File: config.mk
export PLATFORM = sky130hd
export DESIGN_NAME = assembly_identity_hash
export DESIGN_NICKNAME = d
export VERILOG_FILES = /design/src/hdl/aih_pkg.sv /design/src/hdl/aih_string.sv /design/src/hdl/aih_fold.sv /design/src/hdl/assembly_identity_hash.sv
export SDC_FILE = /design/constraint.sdc
export NUM_CORES = 2
export LEC_CHECK = 0
export BUFFER_PORTS_ARGS = -buffer_cell sky130_fd_sc_hd__buf_2
export CORE_ASPECT_RATIO = 0.9
export CORE_MARGIN = 10
export CORE_UTILIZATION = 54
export DETAILED_ROUTE_END_ITERATION = 7
export PLACE_DENSITY = 0.73
export SLEW_MARGIN = 10
export SYNTH_ARGS = -nofsm -noshare
export SYNTH_HDL_FRONTEND = slang
export SYNTH_SLANG_ARGS = --single-unit
File: constraint.sdc
create_clock -name clock -period 9.7 [get_ports clock]
set_clock_uncertainty 0.15 [all_clocks]
set_input_delay 1.455 -clock clock [delete_from_list [all_inputs] [get_ports clock]]
set_output_delay 1.455 -clock clock [all_outputs]
set_load 0.005 [all_outputs]
File: src/hdl/aih_pkg.sv
// Shared types, constants and hash arithmetic for the assembly identity hash.
`default_nettype none

package aih_pkg;

   // Match progress codes for the "none" and "version" recognizers.
   localparam logic [2:0] NONE_LEN  = 3'd4;
   localparam logic [2:0] NONE_FAIL = 3'd5;
   localparam logic [3:0] VER_LEN   = 4'd7;
   localparam logic [3:0] VER_FAIL  = 4'd8;

   typedef logic [3:0][31:0] lane_array_type;

   // One input item as held in the input register.
   typedef struct packed {
      logic       kind;
      logic [7:0] data_byte;
      logic       byte_valid;
      logic       last_byte;
      logic       last_pair;
   } req_item_type;

   // End of one string: final lane sums and what the string matched.
   typedef struct packed {
      logic           kind;
      logic           last_pair;
      logic           is_none;
      logic           is_version;
      lane_array_type lanes;
   } str_end_type;

   // End of one string after the lanes are mixed into 64 bits.
   typedef struct packed {
      logic        kind;
      logic        last_pair;
      logic        is_none;
      logic        is_version;
      logic [63:0] hash;
   } mixed_end_type;

   // Character of "none" at a given match position.
   function automatic logic [7:0] none_char(input logic [1:0] idx);
      logic [7:0] c;
      case (idx)
         2'd0:    c = 8'h6E;
         2'd1:    c = 8'h6F;
         2'd2:    c = 8'h6E;
         default: c = 8'h65;
      endcase
      return c;
   endfunction

   // Character of "version" at a given match position.
   function automatic logic [7:0] version_char(input logic [2:0] idx);
      logic [7:0] c;
      case (idx)
         3'd0:    c = 8'h76;
         3'd1:    c = 8'h65;
         3'd2:    c = 8'h72;
         3'd3:    c = 8'h73;
         3'd4:    c = 8'h69;
         3'd5:    c = 8'h6F;
         3'd6:    c = 8'h6E;
         default: c = 8'h00;
      endcase
      return c;
   endfunction

   // lane * 0x1003F + byte, with 0x1003F = 2^16 + 2^6 - 1.
   function automatic logic [31:0] lane_step(input logic [31:0] x, input logic [7:0] b);
      return (x << 16) + (x << 6) - x + {24'd0, b};
   endfunction

   // x * 0x1FFFFFFF7 mod 2^64, with 0x1FFFFFFF7 = 2^33 - 9.
   function automatic logic [63:0] mul_c(input logic [63:0] x);
      return (x << 33) - (x << 3) - x;
   endfunction

   // Mix the four lanes into 64 bits. The wide multipliers split into small ones:
   // 0x1E5FFFFFD27 = 0x1E6 * 2^32 - 0x2D9 and
   // 0xFFFFFFDC00000051 = -(0x24 * 2^32) + 0x51 (mod 2^64).
   function automatic logic [63:0] mix_lanes(input lane_array_type l);
      logic [40:0] a0h;
      logic [41:0] a0l;
      logic [37:0] a1h;
      logic [38:0] a1l;
      logic [63:0] x2;
      logic [63:0] x3;
      a0h = 41'(l[0]) * 41'h1E6;
      a0l = 42'(l[0]) * 42'h2D9;
      a1h = 38'(l[1]) * 38'h24;
      a1l = 39'(l[1]) * 39'h51;
      x2  = {32'd0, l[2]};
      x3  = {32'd0, l[3]};
      return {a0h[31:0], 32'd0} - 64'(a0l) - {a1h[31:0], 32'd0} + 64'(a1l)
             + mul_c(x2) + x3;
   endfunction

endpackage

`default_nettype wire

File: src/hdl/aih_string.sv
// Per-string lane hashing and word matching, one byte per cycle while the pipeline advances.
`default_nettype none

module aih_string (
   input  wire logic                 clock,
   input  wire logic                 reset,
   input  wire logic                 adv,
   input  wire logic                 item_valid,
   input  wire aih_pkg::req_item_type item,
   output logic                      ev_valid,
   output aih_pkg::str_end_type      ev
);

   aih_pkg::lane_array_type lane_ff, lane_in, snap;
   logic [1:0]              pos_ff, pos_in;
   logic [2:0]              none_ff, none_in, none_nxt;
   logic [3:0]              ver_ff, ver_in, ver_nxt;
   logic                    ev_valid_ff, ev_valid_in;
   aih_pkg::str_end_type    ev_ff, ev_in;
   logic                    take;
   logic                    ends;

   // Apply the byte to its lane and advance both matchers.
   always_comb begin
      take = item_valid && item.byte_valid;
      ends = item_valid && item.last_byte;
      snap = lane_ff;
      none_nxt = none_ff;
      ver_nxt = ver_ff;
      if (take) begin
         snap[pos_ff] = aih_pkg::lane_step(lane_ff[pos_ff], item.data_byte);
         if (none_ff < aih_pkg::NONE_LEN &&
             item.data_byte == aih_pkg::none_char(none_ff[1:0])) begin
            none_nxt = none_ff + 3'd1;
         end else begin
            none_nxt = aih_pkg::NONE_FAIL;
         end
         if (ver_ff < aih_pkg::VER_LEN &&
             item.data_byte == aih_pkg::version_char(ver_ff[2:0])) begin
            ver_nxt = ver_ff + 4'd1;
         end else begin
            ver_nxt = aih_pkg::VER_FAIL;
         end
      end
   end

   // The string state clears at the end of a string; otherwise it keeps the update.
   always_comb begin
      if (ends) begin
         lane_in = '0;
         pos_in  = 2'd0;
         none_in = 3'd0;
         ver_in  = 4'd0;
      end else begin
         lane_in = snap;
         pos_in  = take ? pos_ff + 2'd1 : pos_ff;
         none_in = none_nxt;
         ver_in  = ver_nxt;
      end
      ev_valid_in      = ends;
      ev_in.kind       = item.kind;
      ev_in.last_pair  = item.last_pair;
      ev_in.is_none    = (none_nxt == aih_pkg::NONE_LEN);
      ev_in.is_version = (ver_nxt == aih_pkg::VER_LEN);
      ev_in.lanes      = snap;
   end

   // String state and the end-of-string register.
   always_ff @(posedge clock) begin
      if (reset) begin
         lane_ff     <= '0;
         pos_ff      <= 2'd0;
         none_ff     <= 3'd0;
         ver_ff      <= 4'd0;
         ev_valid_ff <= 1'b0;
      end else if (adv) begin
         lane_ff     <= lane_in;
         pos_ff      <= pos_in;
         none_ff     <= none_in;
         ver_ff      <= ver_in;
         ev_valid_ff <= ev_valid_in;
      end
   end

   always_ff @(posedge clock) begin
      if (adv) begin
         ev_ff <= ev_in;
      end
   end

   assign ev_valid = ev_valid_ff;
   assign ev       = ev_ff;

endmodule

`default_nettype wire

File: src/hdl/aih_fold.sv
// Lane mixing, pair folding into the two accumulators, and the result register.
`default_nettype none

module aih_fold (
   input  wire logic                clock,
   input  wire logic                reset,
   input  wire logic                adv,
   input  wire logic                ev_valid,
   input  wire aih_pkg::str_end_type ev,
   input  wire logic                rsp_ready,
   output logic                     hold,
   output logic                     rsp_valid,
   output logic [63:0]              rsp_full_hash,
   output logic [63:0]              rsp_no_version_hash
);

   logic                  c_valid_ff;
   aih_pkg::mixed_end_type c_ff, c_in;
   logic [63:0]           attr_c_ff, attr_c_in;
   logic                  attr_ver_ff, attr_ver_in;
   logic [63:0]           full_ff, full_in;
   logic [63:0]           part_ff, part_in;
   logic                  rsp_valid_ff, rsp_valid_in;
   logic [63:0]           full_hash_ff, part_hash_ff;
   logic [63:0]           both;
   logic [63:0]           full_fold, part_fold;
   logic                  is_value;
   logic                  emit;

   // Mix stage: the four lane sums become the 64-bit string hash.
   always_comb begin
      c_in.kind       = ev.kind;
      c_in.last_pair  = ev.last_pair;
      c_in.is_none    = ev.is_none;
      c_in.is_version = ev.is_version;
      c_in.hash       = aih_pkg::mix_lanes(ev.lanes);
   end

   // Fold stage: an attribute is stored, a value other than "none" folds its pair into the accumulators.
   always_comb begin
      is_value    = c_valid_ff && c_ff.kind;
      emit        = is_value && c_ff.last_pair;
      both        = c_ff.hash + attr_c_ff;
      full_fold   = both + aih_pkg::mul_c(full_ff);
      part_fold   = both + aih_pkg::mul_c(part_ff);
      attr_c_in   = attr_c_ff;
      attr_ver_in = attr_ver_ff;
      full_in     = full_ff;
      part_in     = part_ff;
      if (c_valid_ff && !c_ff.kind) begin
         attr_c_in   = aih_pkg::mul_c(c_ff.hash);
         attr_ver_in = c_ff.is_version;
      end
      if (is_value && !c_ff.is_none) begin
         full_in = full_fold;
         if (!attr_ver_ff) begin
            part_in = part_fold;
         end
      end
   end

   // The pipeline stops only when a result is due and the last one is still waiting.
   always_comb begin
      hold         = emit && rsp_valid_ff && !rsp_ready;
      rsp_valid_in = rsp_valid_ff && !rsp_ready;
      if (adv && emit) begin
         rsp_valid_in = 1'b1;
      end
   end

   // Control and accumulator state.
   always_ff @(posedge clock) begin
      if (reset) begin
         c_valid_ff   <= 1'b0;
         attr_c_ff    <= 64'd0;
         attr_ver_ff  <= 1'b0;
         full_ff      <= 64'd0;
         part_ff      <= 64'd0;
         rsp_valid_ff <= 1'b0;
      end else begin
         rsp_valid_ff <= rsp_valid_in;
         if (adv) begin
            c_valid_ff  <= ev_valid;
            attr_c_ff   <= attr_c_in;
            attr_ver_ff <= attr_ver_in;
            full_ff     <= emit ? 64'd0 : full_in;
            part_ff     <= emit ? 64'd0 : part_in;
         end
      end
   end

   // Payload registers for the mixed hash and the result item.
   always_ff @(posedge clock) begin
      if (adv) begin
         c_ff <= c_in;
         if (emit) begin
            full_hash_ff <= full_in;
            part_hash_ff <= part_in;
         end
      end
   end

   assign rsp_valid           = rsp_valid_ff;
   assign rsp_full_hash       = full_hash_ff;
   assign rsp_no_version_hash = part_hash_ff;

endmodule

`default_nettype wire

File: src/hdl/assembly_identity_hash.sv
// Top level of the assembly identity hash: input register and the two hashing stages.
//
//   channel   direction   handshake            payload
//   req_      in          req_valid/req_ready  kind, data_byte, byte_valid, last_byte,
//                                              last_pair
//   rsp_      out         rsp_valid/rsp_ready  full_hash, no_version_hash
//
// One item is accepted every cycle that req_ready is high. A result becomes valid once the
// item ending the last value string has passed the input register, lane update, lane mix
// and pair fold registers.
// Reset clears all lanes, matchers, the stored attribute and both accumulators.
// The pipeline stalls only while a new result is due and the previous result has not
// been taken; req_ready is low in exactly those cycles.
`default_nettype none

module assembly_identity_hash (
   input  wire logic        clock,
   input  wire logic        reset,
   input  wire logic        req_valid,
   output logic             req_ready,
   input  wire logic        req_kind,
   input  wire logic [7:0]  req_data_byte,
   input  wire logic        req_byte_valid,
   input  wire logic        req_last_byte,
   input  wire logic        req_last_pair,
   output logic             rsp_valid,
   input  wire logic        rsp_ready,
   output logic [63:0]      rsp_full_hash,
   output logic [63:0]      rsp_no_version_hash
);

   logic                  adv;
   logic                  hold;
   logic                  in_valid_ff;
   aih_pkg::req_item_type in_ff, in_in;
   logic                  ev_valid;
   aih_pkg::str_end_type  ev;

   // Every stage moves together unless the result register is blocked.
   assign adv       = !hold;
   assign req_ready = adv;

   always_comb begin
      in_in.kind       = req_kind;
      in_in.data_byte  = req_data_byte;
      in_in.byte_valid = req_byte_valid;
      in_in.last_byte  = req_last_byte;
      in_in.last_pair  = req_last_pair;
   end

   // Input register.
   always_ff @(posedge clock) begin
      if (reset) begin
         in_valid_ff <= 1'b0;
      end else if (adv) begin
         in_valid_ff <= req_valid;
      end
   end

   always_ff @(posedge clock) begin
      if (adv) begin
         in_ff <= in_in;
      end
   end

   aih_string u_string (
      .clock      (clock),
      .reset      (reset),
      .adv        (adv),
      .item_valid (in_valid_ff),
      .item       (in_ff),
      .ev_valid   (ev_valid),
      .ev         (ev)
   );

   aih_fold u_fold (
      .clock               (clock),
      .reset               (reset),
      .adv                 (adv),
      .ev_valid            (ev_valid),
      .ev                  (ev),
      .rsp_ready           (rsp_ready),
      .hold                (hold),
      .rsp_valid           (rsp_valid),
      .rsp_full_hash       (rsp_full_hash),
      .rsp_no_version_hash (rsp_no_version_hash)
   );

endmodule

`default_nettype wire
==> flow_summary_export.csv <==
group,metric,value,unit
setup_path,critPathMaxStageDelay,620,ps
finish,layout_commonest_cell,"inv_1",
routing,detailroute.via_count,54200,
clocking,cts_made_buffers,78,
finish,layout_area_overhead,7.43,%
clocking,max-clock-path-buffers,3,
synthesis,async_reset_ff_share,0,%
grt,global_route.overflow_total,0,
placement,gp_routability_congestion,1.01,
floorplan,initial_utilization,54.2,%
timing,hold_viol_final,0,
floorplan,io_pins,146,
status,outcome,"finished clean",
clocking,clk_pin_slew,70,ps
clocking,insertion_delay,710,ps
routing,finalWirelength,213000,um
flow_run,count_of_max_cap_constraint_violations,0,
timing,highest_clock_rate,108,MHz
routing,detail-route-antenna-nets,0,
timing,final_count_of_pins_violating_max_slew,0,
synthesis,mappedNetlistNets,9090,
synthesis,synthesis.area_per_instance,9.32,um2
synthesis,synth.cell_area,69800,um2
floorplan,chip_width,399,um
synthesis,syn-instance-count,7492,
timing,worst_pin_slew,1010,ps
floorplan,dieHeight,361,um
floorplan,num_rows,125,
clocking,clock_tree.htree_level_count,3,
placement,dpl.hpwl,177000,um
finish,layout-drive-gt1-share,5.70,%
setup_path,critical_path.endpoint_type,"flop",
timing,timing.slew.headroom,32.0,%
worst_hold_path,hp-class,"flop to flop",
setup_path,required,9980,ps
synthesis,post_synthesis_sequential_area_ratio,24.2,%
timing,setup_repair_after_global_routing_missed_its_margin,"no",
timing,setup_violations,0,
routing,first_pass_iters,6,
timing,period_share,95.3,%
synthesis,synth_top_area_share,20.3,%
clocking,tritoncts,"built",
routing,via_per_inst,5.82,
synthesis,synth.ff_latch_count,674,
timing,finalWorstPathRequiredPeriod,9240,ps
floorplan,dieArea,144000,um2
routing,drc,0,
clocking,cts.sinks,674,
finish,mostFrequentLayoutCells,"1216 x inv_1, 873 x ha_1, 742 x nand2_1",
synthesis,dominantRegCellSynth,"edfxtp_1",
timing,fin_tns_setup,0,ps
grt,grt.total_usage,29.4,%
grt,antenna_violations_before_repair,0,
grt,grt_start_max_net_pins,80,
routing,drt-wirelength-per-cell,22.9,um
setup_path,start_kind,"flop",
setup_path,worst_ep_arrival_time,9520,ps
finish,final_stage_net_count,9122,
placement,placement.io_buffers,145,
setup_path,cp_dominant_cell_by_count,"fa_1",
clocking,cts_root_buf,"clkbuf_16",
setup_path,timing_worst_setup_path_type,"flop to flop",
synthesis,post-synth-top-area-cell,"fa_1",
grt,first_pass_grt_wire_length,326000,um
floorplan,floorplan.core_area,129000,um2
routing,drt-initial-drc-count,4602,
setup_path,critical_path.slowest_cell,"or4_1",
synthesis,synthesis.yosys.warnings,0,
setup_path,worst-path-max-fanout,5,
synthesis,synth_edf_count,340,
synthesis,synth_area_leaders,"fa_1 20%, ha_1 16%, edfxtp_1 15%",
synthesis,synth_cell_type_count,95,
grt,first_global_vias,54600,
## worst max-delay path: cells and delay by family (launching register included)
family | cells | cell delay (ps)
compound gates | 12 | 2370
fa+ha+maj | 10 | 4360
simple gates | 2 | 680
buf+inv | 6 | 580
xor+xnor | 2 | 370
flops | 1 | 470
## logic make-up (layout without fill, tap and decap cells)
group                    Yosys count  in the layout  synth area share (%)
AO/OA/AOI/OAI                   1752           1752                  15.6
XOR/XNOR                         397            397                  5.01
adder cells (fa/ha/maj)         1582           1582                  36.0
buffers and inverters           1467           1565                  7.91
flip-flops                       674            674                  24.2
multiplexers                      43             43                  1.20
other                              0              1                     0
AND/OR/NAND/NOR                 1577           1577                  10.1
## sequential cells by signal (all words and copies together) (netlist names)
register / flops
u_string.ev: 132
u_string.lane_ff: 128
u_fold.c_ff: 68
u_fold.attr_c_ff: 64
u_fold.full_ff: 64
u_fold.part_ff: 64
u_fold.rsp_full_hash: 64
u_fold.rsp_no_version_hash: 64
in_ff: 12
u_string.ver_ff: 4
u_string.none_ff: 3
u_string.pos_ff: 2
in_valid_ff: 1
u_fold.attr_ver_ff: 1
u_fold.c_valid_ff: 1
u_fold.rsp_valid: 1
u_string.ev_valid: 1
## Yosys cell counts, drive strengths merged (24+ instances only)
library cell  number
buf               24
nor2b             51
ha               873
o21bai            70
or3               25
o211ai            29
nand3            165
mux4              32
and3              42
nor2             306
a211oi            40
nand2            744
xor2             122
nand2b            53
a31oi             41
dfxtp            334
a22o              25
nor3              47
clkbuf           225
xnor2            274
o21a              37
inv             1218
a22oi             83
edfxtp           340
a21oi            495
fa               709
o21ai            524
a21o             252
nand4             62
## layout make-up
| class | instances | area (um2) |
|---|---|---|
| well taps | 1714 | 2140 |
| multi-input cells | 5351 | 47500 |
| clock inverters | 43 | 546 |
| inverters | 1218 | 4580 |
| fillers | 11200 | 53700 |
| clock buffers | 103 | 2170 |
| repair buffers | 201 | 1150 |
| flip-flops and latches | 674 | 16900 |
| diodes | 1 | 2.50 |
## final timing paths
kind / start / to / slack [ps] / cells after the start
hold reg to reg: in_ff[0]$_DFFE_PN_ / u_string.ev[130]$_DFFE_PN_ / 270 / 0
hold / removal: in_ff[0]$_DFFE_PN_ / u_string.ev[130]$_DFFE_PN_ / 270 / 0
setup reg to reg: u_string.ev[3]$_DFFE_PN_ / u_fold.c_ff[62]$_DFFE_PN_ / 460 / 32
setup / recovery: u_string.ev[3]$_DFFE_PN_ / u_fold.c_ff[62]$_DFFE_PN_ / 460 / 32
## stage by stage
stage / setup slack, ps / instance area (um2) / hold WS (ps) / util (%) / instances
after floorplan: 274 / 69800 / 250 / - / 7492
after global placement: 402 / 72200 / 252 / 56.1 / 9151
after detailed placement: 379 / 72200 / 264 / 56.1 / 9151
after CTS: 355 / 74900 / 279 / 58.2 / 9297
after global routing: 40.1 / 75000 / 282 / 58.2 / 9304
final: 461 / 75000 / 275 / 58.2 / 9305
## repair_timing
action,CTS,global route
setup endpoints to repair,0,1
gates resized for setup,0,7
buffers inserted,0,7
hold buffers,0,0
## per-layer routing
metal	GRT usage, %	vias to the layer above	part of all wire [%]
met5	0	-	0
met4	16.5	0	6.8
met3	2.92	451	5.3
met2	48.7	1915	47
met1	37.4	26400	41
li1	-	25400	-
Power is not shown: default switching activity piles up to over one toggle a cycle in this logic, so the estimate is an artifact.
